<file path="src/rtl/gbn_pkg.sv">
// shared constants, types and codes of the go-back-n receiver
`default_nettype none
package gbn_pkg;

	localparam int SEQ_WIDTH   = 32;
	localparam int COUNT_WIDTH = 32;
	localparam int MAX_PAYLOAD = 2048;
	localparam int LEN_W       = $clog2(MAX_PAYLOAD + 1);

	typedef enum logic [1:0] {
		PH_RECEIVING = 2'd0,
		PH_LINGER    = 2'd1,
		PH_DONE      = 2'd2
	} phase_t;

	typedef enum logic [3:0] {
		ST_DATA_OK     = 4'd0,
		ST_DATA_DUP    = 4'd1,
		ST_DATA_OOO    = 4'd2,
		ST_FIN_OK      = 4'd3,
		ST_FIN_DUP     = 4'd4,
		ST_FIN_OOO     = 4'd5,
		ST_FINAL_ACK   = 4'd6,
		ST_INVALID     = 4'd7,
		ST_IGN_TYPE    = 4'd8,
		ST_IGN_SENDER  = 4'd9,
		ST_IDLE        = 4'd10,
		ST_COMPLETE    = 4'd11,
		ST_DONE        = 4'd12
	} status_t;

	typedef struct packed {
		logic        func;
		logic        format_ok;
		logic        is_data;
		logic        is_fin;
		logic [31:0] seq_num;
		logic [31:0] src_ip;
		logic [15:0] src_port;
		logic [11:0] payload_len;
	} item_t;

	typedef struct packed {
		phase_t                 phase;
		logic                   sender_known;
		logic [31:0]            sender_ip;
		logic [15:0]            sender_port;
		logic [SEQ_WIDTH-1:0]   expected_seq;
	} rx_state_t;

	typedef struct packed {
		status_t          status;
		logic             send_ack;
		logic             write_payload;
		logic             inc_acc;
		logic             inc_dup;
		logic             inc_ooo;
		logic             inc_inv;
		logic             inc_ign;
		logic             lock;
		logic             seq_adv;
		phase_t           phase_nxt;
		logic [LEN_W-1:0] len_clamp;
	} dec_t;

endpackage
`default_nettype wire

</file>
<file path="src/rtl/gbn_ctr.sv">
// saturating statistics counter, shows the value after the current item
`default_nettype none
module gbn_ctr (
	input  wire logic                                clk,
	input  wire logic                                arst_n,
	input  wire logic                                en,
	input  wire logic [gbn_pkg::LEN_W-1:0]           inc,
	output logic      [gbn_pkg::COUNT_WIDTH-1:0]     nxt
);

	logic [gbn_pkg::COUNT_WIDTH-1:0] cnt_q;
	logic [gbn_pkg::COUNT_WIDTH:0]   sum;

	assign sum = {1'b0, cnt_q} + (gbn_pkg::COUNT_WIDTH + 1)'(inc);

	always_comb begin
		if (!en) begin
			nxt = cnt_q;
		end else if (sum[gbn_pkg::COUNT_WIDTH]) begin
			nxt = '1;
		end else begin
			nxt = sum[gbn_pkg::COUNT_WIDTH-1:0];
		end
	end

	always_ff @(posedge clk or negedge arst_n) begin
		if (!arst_n) begin
			cnt_q <= '0;
		end else if (en) begin
			cnt_q <= nxt;
		end
	end

endmodule
`default_nettype wire

</file>
<file path="src/rtl/gbn_decide.sv">
// per-item classification of a packet or timeout against the receiver state
`default_nettype none
module gbn_decide (
	input  wire gbn_pkg::item_t     item,
	input  wire gbn_pkg::rx_state_t st,
	output gbn_pkg::dec_t           dec
);

	logic                           same;
	logic [gbn_pkg::SEQ_WIDTH-1:0]  seq;
	logic                           fin_only;

	assign same = st.sender_known && (st.sender_ip == item.src_ip)
		&& (st.sender_port == item.src_port);
	assign seq = item.seq_num[gbn_pkg::SEQ_WIDTH-1:0];
	assign fin_only = !item.is_data;

	always_comb begin
		dec = '0;
		dec.status = gbn_pkg::ST_IDLE;
		dec.phase_nxt = st.phase;
		if (int'(item.payload_len) > gbn_pkg::MAX_PAYLOAD) begin
			dec.len_clamp = gbn_pkg::LEN_W'(gbn_pkg::MAX_PAYLOAD);
		end else begin
			dec.len_clamp = gbn_pkg::LEN_W'(item.payload_len);
		end
		case (st.phase)
			gbn_pkg::PH_DONE: begin
				dec.status = gbn_pkg::ST_DONE;
			end
			gbn_pkg::PH_LINGER: begin
				if (item.func) begin
					dec.phase_nxt = gbn_pkg::PH_DONE;
					dec.status = gbn_pkg::ST_COMPLETE;
				end else if (!same) begin
					dec.inc_ign = 1'b1;
					dec.status = gbn_pkg::ST_IGN_SENDER;
				end else if (!item.format_ok) begin
					dec.inc_inv = 1'b1;
					dec.status = gbn_pkg::ST_INVALID;
				end else if (item.is_data || item.is_fin) begin
					dec.inc_dup = 1'b1;
					dec.send_ack = 1'b1;
					dec.status = gbn_pkg::ST_FINAL_ACK;
				end
			end
			gbn_pkg::PH_RECEIVING: begin
				if (!item.func) begin
					if (!item.format_ok) begin
						dec.inc_inv = 1'b1;
						dec.status = gbn_pkg::ST_INVALID;
					end else if (!item.is_data && !item.is_fin) begin
						dec.inc_ign = 1'b1;
						dec.status = gbn_pkg::ST_IGN_TYPE;
					end else if (st.sender_known && !same) begin
						dec.inc_ign = 1'b1;
						dec.status = gbn_pkg::ST_IGN_SENDER;
					end else begin
						dec.lock = !st.sender_known;
						dec.send_ack = 1'b1;
						if (seq == st.expected_seq) begin
							dec.seq_adv = 1'b1;
							if (fin_only) begin
								dec.status = gbn_pkg::ST_FIN_OK;
								dec.phase_nxt = gbn_pkg::PH_LINGER;
							end else begin
								dec.status = gbn_pkg::ST_DATA_OK;
								dec.write_payload = 1'b1;
								dec.inc_acc = 1'b1;
							end
						end else if (seq < st.expected_seq) begin
							dec.inc_dup = 1'b1;
							dec.status = fin_only ? gbn_pkg::ST_FIN_DUP
								: gbn_pkg::ST_DATA_DUP;
						end else begin
							dec.inc_ooo = 1'b1;
							dec.status = fin_only ? gbn_pkg::ST_FIN_OOO
								: gbn_pkg::ST_DATA_OOO;
						end
					end
				end
			end
			default: begin
				dec.status = gbn_pkg::ST_IDLE;
			end
		endcase
	end

endmodule
`default_nettype wire

</file>
<file path="src/rtl/go_back_n_packet_receiver_unit.sv">
// go-back-n receiver: an accepted item passes the input register, then the result register
// throughput one item per cycle while out_ready is high; input register, decision logic, result register
// receiver state and counters update as an item moves into the result register
// asynchronous active-low reset: phase receiving, no sender, expected seq 0,
// all counters 0, both pipeline registers empty
`default_nettype none
module go_back_n_packet_receiver_unit (
	input  wire logic        clk,
	input  wire logic        arst_n,
	input  wire logic        in_valid,
	output logic             in_ready,
	input  wire logic        func,
	input  wire logic        format_ok,
	input  wire logic        is_data,
	input  wire logic        is_fin,
	input  wire logic [31:0] seq_num,
	input  wire logic [31:0] src_ip,
	input  wire logic [15:0] src_port,
	input  wire logic [11:0] payload_len,
	output logic             out_valid,
	input  wire logic        out_ready,
	output logic [3:0]       status,
	output logic             send_ack,
	output logic [31:0]      ack_number,
	output logic             write_payload,
	output logic [31:0]      accepted_count,
	output logic [31:0]      duplicate_count,
	output logic [31:0]      out_of_order_count,
	output logic [31:0]      invalid_count,
	output logic [31:0]      ignored_count,
	output logic [31:0]      ack_count,
	output logic [31:0]      byte_count,
	output logic             done_res
);

	localparam int CW = gbn_pkg::COUNT_WIDTH;
	localparam int LW = gbn_pkg::LEN_W;

	logic              valid_s1;
	gbn_pkg::item_t    item_s1;
	logic              valid_s2;
	logic              adv;

	gbn_pkg::rx_state_t st_q;
	gbn_pkg::dec_t      dec;
	logic [gbn_pkg::SEQ_WIDTH-1:0] seq_nxt;

	logic [CW-1:0] acc_nxt, dup_nxt, ooo_nxt, inv_nxt, ign_nxt, ackc_nxt, byte_nxt;

	logic [3:0]  status_s2;
	logic        send_ack_s2;
	logic [31:0] ack_number_s2;
	logic        write_s2;
	logic [31:0] acc_s2, dup_s2, ooo_s2, inv_s2, ign_s2, ackc_s2, byte_s2;
	logic        done_s2;

	assign adv = valid_s1 && (!valid_s2 || out_ready);
	assign in_ready = !valid_s1 || adv;

	always_ff @(posedge clk or negedge arst_n) begin
		if (!arst_n) begin
			valid_s1 <= 1'b0;
		end else if (in_valid && in_ready) begin
			valid_s1 <= 1'b1;
		end else if (adv) begin
			valid_s1 <= 1'b0;
		end
	end

	always_ff @(posedge clk) begin
		if (in_valid && in_ready) begin
			item_s1 <= '{func: func, format_ok: format_ok, is_data: is_data,
				is_fin: is_fin, seq_num: seq_num, src_ip: src_ip,
				src_port: src_port, payload_len: payload_len};
		end
	end

	gbn_decide u_decide (
		.item (item_s1),
		.st   (st_q),
		.dec  (dec)
	);

	assign seq_nxt = dec.seq_adv ? st_q.expected_seq + 1'b1 : st_q.expected_seq;

	always_ff @(posedge clk or negedge arst_n) begin
		if (!arst_n) begin
			st_q <= '{phase: gbn_pkg::PH_RECEIVING, sender_known: 1'b0,
				sender_ip: '0, sender_port: '0, expected_seq: '0};
		end else if (adv) begin
			st_q.phase <= dec.phase_nxt;
			st_q.expected_seq <= seq_nxt;
			if (dec.lock) begin
				st_q.sender_known <= 1'b1;
				st_q.sender_ip <= item_s1.src_ip;
				st_q.sender_port <= item_s1.src_port;
			end
		end
	end

	gbn_ctr u_acc (.clk(clk), .arst_n(arst_n), .en(adv && dec.inc_acc),
		.inc(LW'(1)), .nxt(acc_nxt));
	gbn_ctr u_dup (.clk(clk), .arst_n(arst_n), .en(adv && dec.inc_dup),
		.inc(LW'(1)), .nxt(dup_nxt));
	gbn_ctr u_ooo (.clk(clk), .arst_n(arst_n), .en(adv && dec.inc_ooo),
		.inc(LW'(1)), .nxt(ooo_nxt));
	gbn_ctr u_inv (.clk(clk), .arst_n(arst_n), .en(adv && dec.inc_inv),
		.inc(LW'(1)), .nxt(inv_nxt));
	gbn_ctr u_ign (.clk(clk), .arst_n(arst_n), .en(adv && dec.inc_ign),
		.inc(LW'(1)), .nxt(ign_nxt));
	gbn_ctr u_ackc (.clk(clk), .arst_n(arst_n), .en(adv && dec.send_ack),
		.inc(LW'(1)), .nxt(ackc_nxt));
	gbn_ctr u_byte (.clk(clk), .arst_n(arst_n), .en(adv && dec.inc_acc),
		.inc(dec.len_clamp), .nxt(byte_nxt));

	always_ff @(posedge clk or negedge arst_n) begin
		if (!arst_n) begin
			valid_s2 <= 1'b0;
		end else if (adv) begin
			valid_s2 <= 1'b1;
		end else if (out_ready) begin
			valid_s2 <= 1'b0;
		end
	end

	always_ff @(posedge clk) begin
		if (adv) begin
			status_s2     <= dec.status;
			send_ack_s2   <= dec.send_ack;
			ack_number_s2 <= 32'(seq_nxt);
			write_s2      <= dec.write_payload;
			acc_s2        <= 32'(acc_nxt);
			dup_s2        <= 32'(dup_nxt);
			ooo_s2        <= 32'(ooo_nxt);
			inv_s2        <= 32'(inv_nxt);
			ign_s2        <= 32'(ign_nxt);
			ackc_s2       <= 32'(ackc_nxt);
			byte_s2       <= 32'(byte_nxt);
			done_s2       <= (dec.phase_nxt == gbn_pkg::PH_DONE);
		end
	end

	assign out_valid          = valid_s2;
	assign status             = status_s2;
	assign send_ack           = send_ack_s2;
	assign ack_number         = ack_number_s2;
	assign write_payload      = write_s2;
	assign accepted_count     = acc_s2;
	assign duplicate_count    = dup_s2;
	assign out_of_order_count = ooo_s2;
	assign invalid_count      = inv_s2;
	assign ignored_count      = ign_s2;
	assign ack_count          = ackc_s2;
	assign byte_count         = byte_s2;
	assign done_res           = done_s2;

`ifndef SYNTHESIS
	a_done_sticky: assert property (@(posedge clk) disable iff (!arst_n)
		st_q.phase == gbn_pkg::PH_DONE |=> st_q.phase == gbn_pkg::PH_DONE)
		else $error("done phase left");

	a_done_status: assert property (@(posedge clk) disable iff (!arst_n)
		(valid_s2 && done_s2) |-> (status_s2 == gbn_pkg::ST_COMPLETE
		|| status_s2 == gbn_pkg::ST_DONE))
		else $error("done result with wrong status");

	a_write_ack: assert property (@(posedge clk) disable iff (!arst_n)
		(valid_s2 && write_s2) |-> (send_ack_s2
		&& status_s2 == gbn_pkg::ST_DATA_OK))
		else $error("payload write without in-order data ack");

	a_lock_once: assert property (@(posedge clk) disable iff (!arst_n)
		st_q.sender_known |=> (st_q.sender_known && $stable(st_q.sender_ip)
		&& $stable(st_q.sender_port)))
		else $error("sender lock changed");
`endif

endmodule
`default_nettype wire
</file>
<file path="config.mk">
export PLATFORM = sky130hd
export DESIGN_NAME = go_back_n_packet_receiver_unit
export DESIGN_NICKNAME = d
export VERILOG_FILES = /design/src/rtl/gbn_pkg.sv /design/src/rtl/gbn_ctr.sv /design/src/rtl/gbn_decide.sv /design/src/rtl/go_back_n_packet_receiver_unit.sv
export SDC_FILE = /design/constraint.sdc
export NUM_CORES = 1
export LEC_CHECK = 0
export ABC_CLOCK_PERIOD_IN_PS = 10000
export BUFFER_PORTS_ARGS = -buffer_cell sky130_fd_sc_hd__buf_2
export CAP_MARGIN = 0
export CORE_MARGIN = 2
export CORE_UTILIZATION = 45
export DETAILED_ROUTE_END_ITERATION = 8
export GPL_TIMING_DRIVEN = 0
export PLACE_DENSITY = 0.67
export SLEW_MARGIN = 20
export SYNTH_ARGS = -nofsm -noshare
export SYNTH_HDL_FRONTEND = slang
export SYNTH_SLANG_ARGS = --single-unit
</file>
<file path="constraint.sdc">
create_clock -name clk -period 10 [get_ports clk]
set_input_delay 1 -clock clk [delete_from_list [all_inputs] [get_ports clk]]
set_output_delay 1 -clock clk [all_outputs]
set_load 0.02 [all_outputs]
</file>
==> Yosys cells after proc, flatten, opt, wreduce, memory -nomap -nowiden <==
Index checks and enable logic that the tools add are counted.
{ "totals": {"wordCells": 147, "memories": 0, "latchBits": 0, "mem_bits_ro": 0, "register_bits": 668, "mem_bits_rw": 0} }
{ "classes": {"order_cmp": 2, "reduce_logical": 26, "div_mod_pow": 0, "shift": 0, "addsub": 8, "n_eq_ne": 6, "mux": 68, "mul": 0, "bitwise_logic": 3} }
{ "ops": {"columns": ["operator", "n"], "rows": [
  ["32-bit two-way mux", 15],
  ["32-bit by 1-bit adder with 33-bit output, second input constant", 6],
  ["32-bit equality test", 2],
  ["4-bit two-way mux", 10],
  ["32-bit by 12-bit adder with 33-bit output", 1],
  ["32-bit by 1-bit adder with 32-bit output, second input constant", 1],
  ["32-bit < comparator", 1],
  ["5-bit two-way mux", 5],
  ["1-bit two-way mux", 20],
  ["16-bit equality test", 1],
  ["2-bit two-way mux", 8],
  ["15-bit two-way mux", 1],
  ["12-bit > comparator, second input constant", 1],
  ["1-bit logical AND", 12],
  ["12-bit two-way mux", 1],
  ["4-bit case mux with 3 select lines", 1],
  ["3-bit two-way mux", 3],
  ["2-bit case mux with 2 select lines", 2],
  ["1-bit logical NOT", 6],
  ["6-bit OR reduction", 1],
  ["2-bit equality test, second input constant", 2],
  ["1-bit case mux with 2 select lines", 2],
  ["2-bit nonzero test", 2],
  ["1-bit logical OR", 3],
  ["other kinds (4)", 6]
]} }

==> Longest topological paths before layout <==
{ "depth": {"word_depth": 12, "mapped_depth": 13, "depth_no_buf": 12} }

==> Modules after synthesis <==
Synthesis repeated with hierarchy kept, for this count alone.
{ "unflattened": {"hier_cells": 2850, "hier_area_um2": 32810.2} }
{ "modules_own_cells": {"columns": ["module", "cells_per_inst", "area_each_um2", "n_inst"], "rows": [
  ["go_back_n_packet_receiver_unit", 686, 14772.9, 1],
  ["gbn_ctr at u_acc ...", 273, 2321.0, 5],
  ["gbn_ctr at u_byte ...", 273, 2331.0, 2],
  ["gbn_decide", 253, 1770.4, 1]
]} }

==> Least setup slack after synthesis <==
OpenSTA, ideal clock, no wires.
{ "synth_timing": {"kind": "input port to flip-flop", "startpoint": "in out_ready", "endpoint": "reg dup_s2[14] (netlist: duplicate_count[14]), data pin", "path_stages": 10, "slack_ps": -1633, "n_path_buf": 2, "required_ps": 9738, "arrival_time_ps": 11370, "setup_ps": 262, "path_cell_list": "nand2b_1 -> nand2_1 -> inv_1 -> clkbuf_1 -> nand3_1 -> or3b_1 -> o22ai_1 -> buf_2 -> nand4_1 -> mux2_1"} }
{ "synth_via": {"elab_chain_len": 4} }
{ "synth_lines": {"columns": ["element", "line", "text"], "rows": [
  ["start, declared", "go_back_n_packet_receiver_unit.sv:21", "input wire logic out_ready,"],
  ["1-bit logical OR", "go_back_n_packet_receiver_unit.sv:57", "assign adv = valid_s1 && (!valid_s2 || out_ready);"],
  ["1-bit logical AND", "go_back_n_packet_receiver_unit.sv:57", null],
  ["net adv", "go_back_n_packet_receiver_unit.sv:42", "logic adv;"],
  ["1-bit logical AND", "go_back_n_packet_receiver_unit.sv:103", "gbn_ctr u_dup (.clk(clk), .arst_n(arst_n), .en(adv && dec.inc_dup),"],
  ["32-bit two-way mux", "gbn_ctr.sv:17", "if (!en) begin"],
  ["net dup_nxt[14]", "go_back_n_packet_receiver_unit.sv:48", "logic [CW-1:0] acc_nxt, dup_nxt, ooo_nxt, inv_nxt, ign_nxt, ackc_nxt, byte_nxt;"],
  ["end signal, assigned", "go_back_n_packet_receiver_unit.sv:133", "dup_s2 <= 32'(dup_nxt);"],
  ["end, declared", "go_back_n_packet_receiver_unit.sv:54", "logic [31:0] acc_s2, dup_s2, ooo_s2, inv_s2, ign_s2, ackc_s2, byte_s2;"]
]} }
The timed path passes the listed nets, and every way through them passes these cells.
A chain may end at the register's enable or synchronous reset.

==> Final worst setup path <==
{ "layout_timing": {"startpoint": "reg st_q[23] (netlist name)", "endpoint": "reg acc_s2[18] (netlist: accepted_count[18]), data pin"} }
{ "layout_via": {"elab_chain_len": 9} }
{ "layout_lines": {"columns": ["element", "line", "text"], "rows": [
  ["start, declared", "go_back_n_packet_receiver_unit.sv:44", "gbn_pkg::rx_state_t st_q;"],
  ["start signal, assigned", "go_back_n_packet_receiver_unit.sv:88", "st_q <= '{phase: gbn_pkg::PH_RECEIVING, sender_known: 1'b0,"],
  ["32-bit equality test", "gbn_decide.sv:61", "if (seq == st.expected_seq) begin"],
  ["2-bit two-way mux", "gbn_decide.sv:61", null],
  ["5-bit two-way mux", "gbn_decide.sv:55", "end else if (st.sender_known && !same) begin"],
  ["5-bit two-way mux", "gbn_decide.sv:52", "end else if (!item.is_data && !item.is_fin) begin"],
  ["5-bit two-way mux", "gbn_decide.sv:49", "if (!item.format_ok) begin"],
  ["15-bit two-way mux", "gbn_decide.sv:48", "if (!item.func) begin"],
  ["1-bit two-way mux", "gbn_decide.sv:27", "case (st.phase)"],
  ["1-bit logical AND", "go_back_n_packet_receiver_unit.sv:101", "gbn_ctr u_acc (.clk(clk), .arst_n(arst_n), .en(adv && dec.inc_acc),"],
  ["32-bit two-way mux", "gbn_ctr.sv:17", null],
  ["net acc_nxt[18]", "go_back_n_packet_receiver_unit.sv:48", null],
  ["end signal, assigned", "go_back_n_packet_receiver_unit.sv:132", "acc_s2 <= 32'(acc_nxt);"],
  ["end, declared", "go_back_n_packet_receiver_unit.sv:54", null]
]} }
The timed path passes the listed nets, and every way through them passes these cells.

==> implementation parameters <==
Parameter                              Value

STA
  Final setup fails    0
  Period utilisation layout    0.492
  Pin slew with the least headroom to its limit    0.973 ns
  Final number of hold-violating endpoints    0
  Upper clock frequency limit    approximately 200 MHz
  Sum of negative setup slack    0 ns
  RSZ-0062 raised after global routing    no
  Max Transition Viols Final    0
  Headroom to the max-slew limit    0.345
  Setup slack after layout    roughly 5.1 ns
  Largest clock skew in the final design    roughly 0.021 ns
  Fin crit period    slightly below 5 ns

Routing
  Via count    22100
  DRT antenna net count    0
  Routed Wire Length    ~76000 µm
  WL per Instance    19.2 µm
  DRC errors left    0
  Post-detailed-route via-to-cell ratio    around 5.6
  Total iterations of the first detailed-routing run    5
  Starting DRC count in detailed routing    roughly 1700

Clock network
  Clock Sinks    roughly 670
  Clock tree from TritonCTS    done
  Count of hold buffers inserted by post-cts repair    0
  Cells resized by post-CTS repair    0
  Clock Root Buffer    sky130_fd_sc_hd__clkbuf_16
  Worst-skew pair later-pin latency    roughly 0.62 ns
  Deepest clock path buffer count    3
  # Post-CTS Setup Buffers    0
  Number of buffers created by CTS    73
  Max H-tree Level    3
  Clock-pin slew of the registers on the worst-case setup and hold paths    about 0.060 ns

Logic synthesis
  Leading cell types by total area after synthesis    sky130_fd_sc_hd__edfxtp_1 (36%), sky130_fd_sc_hd__dfrtp_1 (26%), sky130_fd_sc_hd__mux2_2 (4.2%)
  Yosys Warn Count    0
  Largest area contributor in the synthesized netlist    sky130_fd_sc_hd__edfxtp_1
  Synth Cell Area    approximately 30000 µm²
  Most used flip-flop cell after synthesis    sky130_fd_sc_hd__edfxtp_1
  Most used standard cell by instance count after synthesis    sky130_fd_sc_hd__edfxtp_1
  Post-synthesis area per instance    around 12 µm²
  Asr flop ratio synth    0.463
  Flop and latch count out of synthesis    between 600 and 700
  Net count after synthesis    2704
  Portion of the post-synthesis area used by sequential elements    0.612
  Number of cells produced by synthesis    2551
  Count of flip-flops with a built-in enable after synthesis    about 360
  Most used standard cells in the synthesized netlist    sky130_fd_sc_hd__edfxtp_1 (359), sky130_fd_sc_hd__dfrtp_1 (309), sky130_fd_sc_hd__nand2_1 (286), sky130_fd_sc_hd__a21oi_1 (158), sky130_fd_sc_hd__nand3_1 (133)
  Share of the synthesized area in the top cell type    0.356
  Post-synth cell types    approximately 70

Finish
  Post-layout util    0.537
  Proportion of layout cells with a drive suffix above 1    0.215
  Most flops, register    item_s1
  FF/Latch Area    18500 µm²
  Layout Area Growth over Synthesis    18.8%
  Filler cell count in the final layout    ~5700
  Flip-flop count of the largest register, all copies and words added    96
  Footprint of the multi-input gates    between 10000 and 15000 µm²
  Registers with the most flip-flops    item_s1: 96 flops, st_q: 83 flops
  Nets    approximately 3200

Critical path
  Worst R2R Path Depth    11
  RR Endpoint    accepted_count[18]
  CP Max Fanout    10
  FF-to-FF setup slack    between 5 and 6 ns
  Data required, critical path    roughly 10 ns
  Worst setup path class    flop to flop
  Reg2reg start    st_q[23]
  Endpoint kind of the worst setup timing path    flop
  Worst EP arrival    5.26 ns
  Launching element type of the critical path    flop

Global route
  Wire length of the first global-routing pass    between 100000 and 150000 µm
  Initial antenna violation count    3
  Global route total overflow    0
  GRT Util Overall    0.216
  Largest net degree at the start of global routing    93
  Via count of the first global-routing pass    ~22000

Place
  Number of buffers inserted by port buffering    between 300 and 400
  Worst slack, placed    roughly 4.8 ns
  Global placer's final weighted congestion    ~0.89
  Hpwl dp    ~54000 µm

Power and ir drop
  Share of total power consumed by net switching    0.228
  Peak supply drop    around 190 µV
  Power density cells    between 150 and 200 nW/µm²
  Switching power summed over all nets    1.44 mW
  Static leakage power    about 15 nW
  Cell-internal power    ~5 mW
  Sequential share of power    0.488
  Part of the total power dissipated in combinational logic    0.062
  Proportion of power drawn by the clock network    0.449

Flow run
  Count of max-cap constraint violations    0

Floorplan
  Effective utilization at floorplan    0.452
  CORE AREA    about 67000 µm²
  Die footprint    approximately 69000 µm²
  I/O Pins    about 370
  Horizontal extent of the die    around 260 µm
  Number of core rows    95
  Chip height    263 µm

Status
  Run status    complete, no violations

Worst hold path
  Class of the worst hold path    primary input to async pin
## how the worst max path moves through the flow
stage | start | endpoint | slack, ns | cells past startpoint
2_1_floorplan | out_ready | duplicate_count[14] | 2.99 | 10
3_3_place_gp | out_ready | duplicate_count[18] | 0.14 | 12
3_5_place_dp | out_ready | duplicate_count[28] | 4.83 | 13
4_1_cts | st_q[23] | accepted_count[18] | 5.25 | 11
5_1_grt | st_q[23] | accepted_count[18] | 4.88 | 11
6_report | st_q[23] | accepted_count[18] | 5.08 | 11
## cell usage in the layout (no fill, tap or decap), drive strengths merged, types with 9 or more instances in the layout
cell type | netlist | layout
a21oi | 158 | 158
nor2b | 17 | 17
or4 | 14 | 14
xnor2 | 114 | 114
ha | 52 | 52
o22a | 12 | 12
o32a | 16 | 16
a211oi | 9 | 9
a31oi | 106 | 106
nand2 | 286 | 286
nor2 | 129 | 129
buf | 24 | 395
and2 | 18 | 18
edfxtp | 359 | 359
xor2 | 24 | 24
nor4 | 26 | 26
and3 | 60 | 60
nand3 | 134 | 134
mux2 | 139 | 139
inv | 68 | 72
clkinv | 0 | 26
bufinv | 0 | 11
or3 | 13 | 13
dfrtp | 309 | 309
a41oi | 29 | 29
or2 | 15 | 15
o21ai | 68 | 68
nand2b | 29 | 29
clkbuf | 90 | 180
nor3 | 58 | 58
and4 | 25 | 25
o211ai | 17 | 17
nand4 | 67 | 67
## routing by layer
metal | vias to the layer above | track usage | wire [µm]
met1 | 10800 | 0.289 | 32600
met2 | 770 | 0.350 | 35900
met3 | 146 | 0.0412 | 4680
met5 | - | 0 | 14
li1 | 10400 | - | -
met4 | 2 | 0.0811 | 2360
## logic make-up (layout without fill, tap and decap cells)
group | Yosys count | in the layout | synth area share
XOR/XNOR | 138 | 138 | 0.0399
multiplexers | 144 | 144 | 0.0534
buffers and inverters | 182 | 688 | 0.0235
flip-flops | 668 | 668 | 0.612
AO/OA/AOI/OAI | 461 | 461 | 0.0959
other | 0 | 2 | 0
adder cells (fa/ha/maj) | 53 | 53 | 0.0222
AND/OR/NAND/NOR | 905 | 905 | 0.153
## worst max-delay path: stages (launching register included)
cell and delay, ns:
sky130_fd_sc_hd__dfrtp_1 0.33, sky130_fd_sc_hd__clkbuf_1 0.27, sky130_fd_sc_hd__inv_1 0.08, sky130_fd_sc_hd__ha_1 0.32
sky130_fd_sc_hd__nand4_1 0.23, sky130_fd_sc_hd__nor4_1 0.69, sky130_fd_sc_hd__nand4_1 0.74, sky130_fd_sc_hd__nor3_1 0.95
sky130_fd_sc_hd__clkbuf_1 0.52, sky130_fd_sc_hd__nand3_1 0.16, sky130_fd_sc_hd__xor2_1 0.25, sky130_fd_sc_hd__nand2_1 0.09
## power by group through the flow
| stage | logic [mW] | registers (mW) | clock network [mW] |
|---|---|---|---|
| 5_1_grt | 0.432 | 3.10 | 3.03 |
| 4_1_cts | 0.400 | 3.09 | 2.90 |
| 3_5_place_dp | 0.399 | 3.14 | 0 |
| 6_report | 0.394 | 3.09 | 2.84 |
| 3_3_place_gp | 0.374 | 3.17 | 0 |
| 2_1_floorplan | 0.132 | 3.23 | 0 |
## stage by stage
step	cell area [µm²]	hold slack, ns	instances	total power [mW]
floorplan	30300	0.457	2551	3.36
global placement	33200	0.476	3788	3.54
detailed placement	33400	0.504	3795	3.54
CTS	35900	0.404	3930	6.39
global route	36000	0.424	3931	6.56
finish	36000	0.371	3932	6.33
## cell type report
type,instances,area share
Sequential cell,668,0.515
Multi-Input combinational cell,1701,0.307
Clock buffer,90,0.0566
Timing Repair Buffer,371,0.0563
Tap cell,873,0.0304
Clock inverter,45,0.0143
Buffer,114,0.0130
Inverter,68,0.00710
Antenna cell,2,0.000139
No activity file was read; power rests on OpenSTA's default activity.
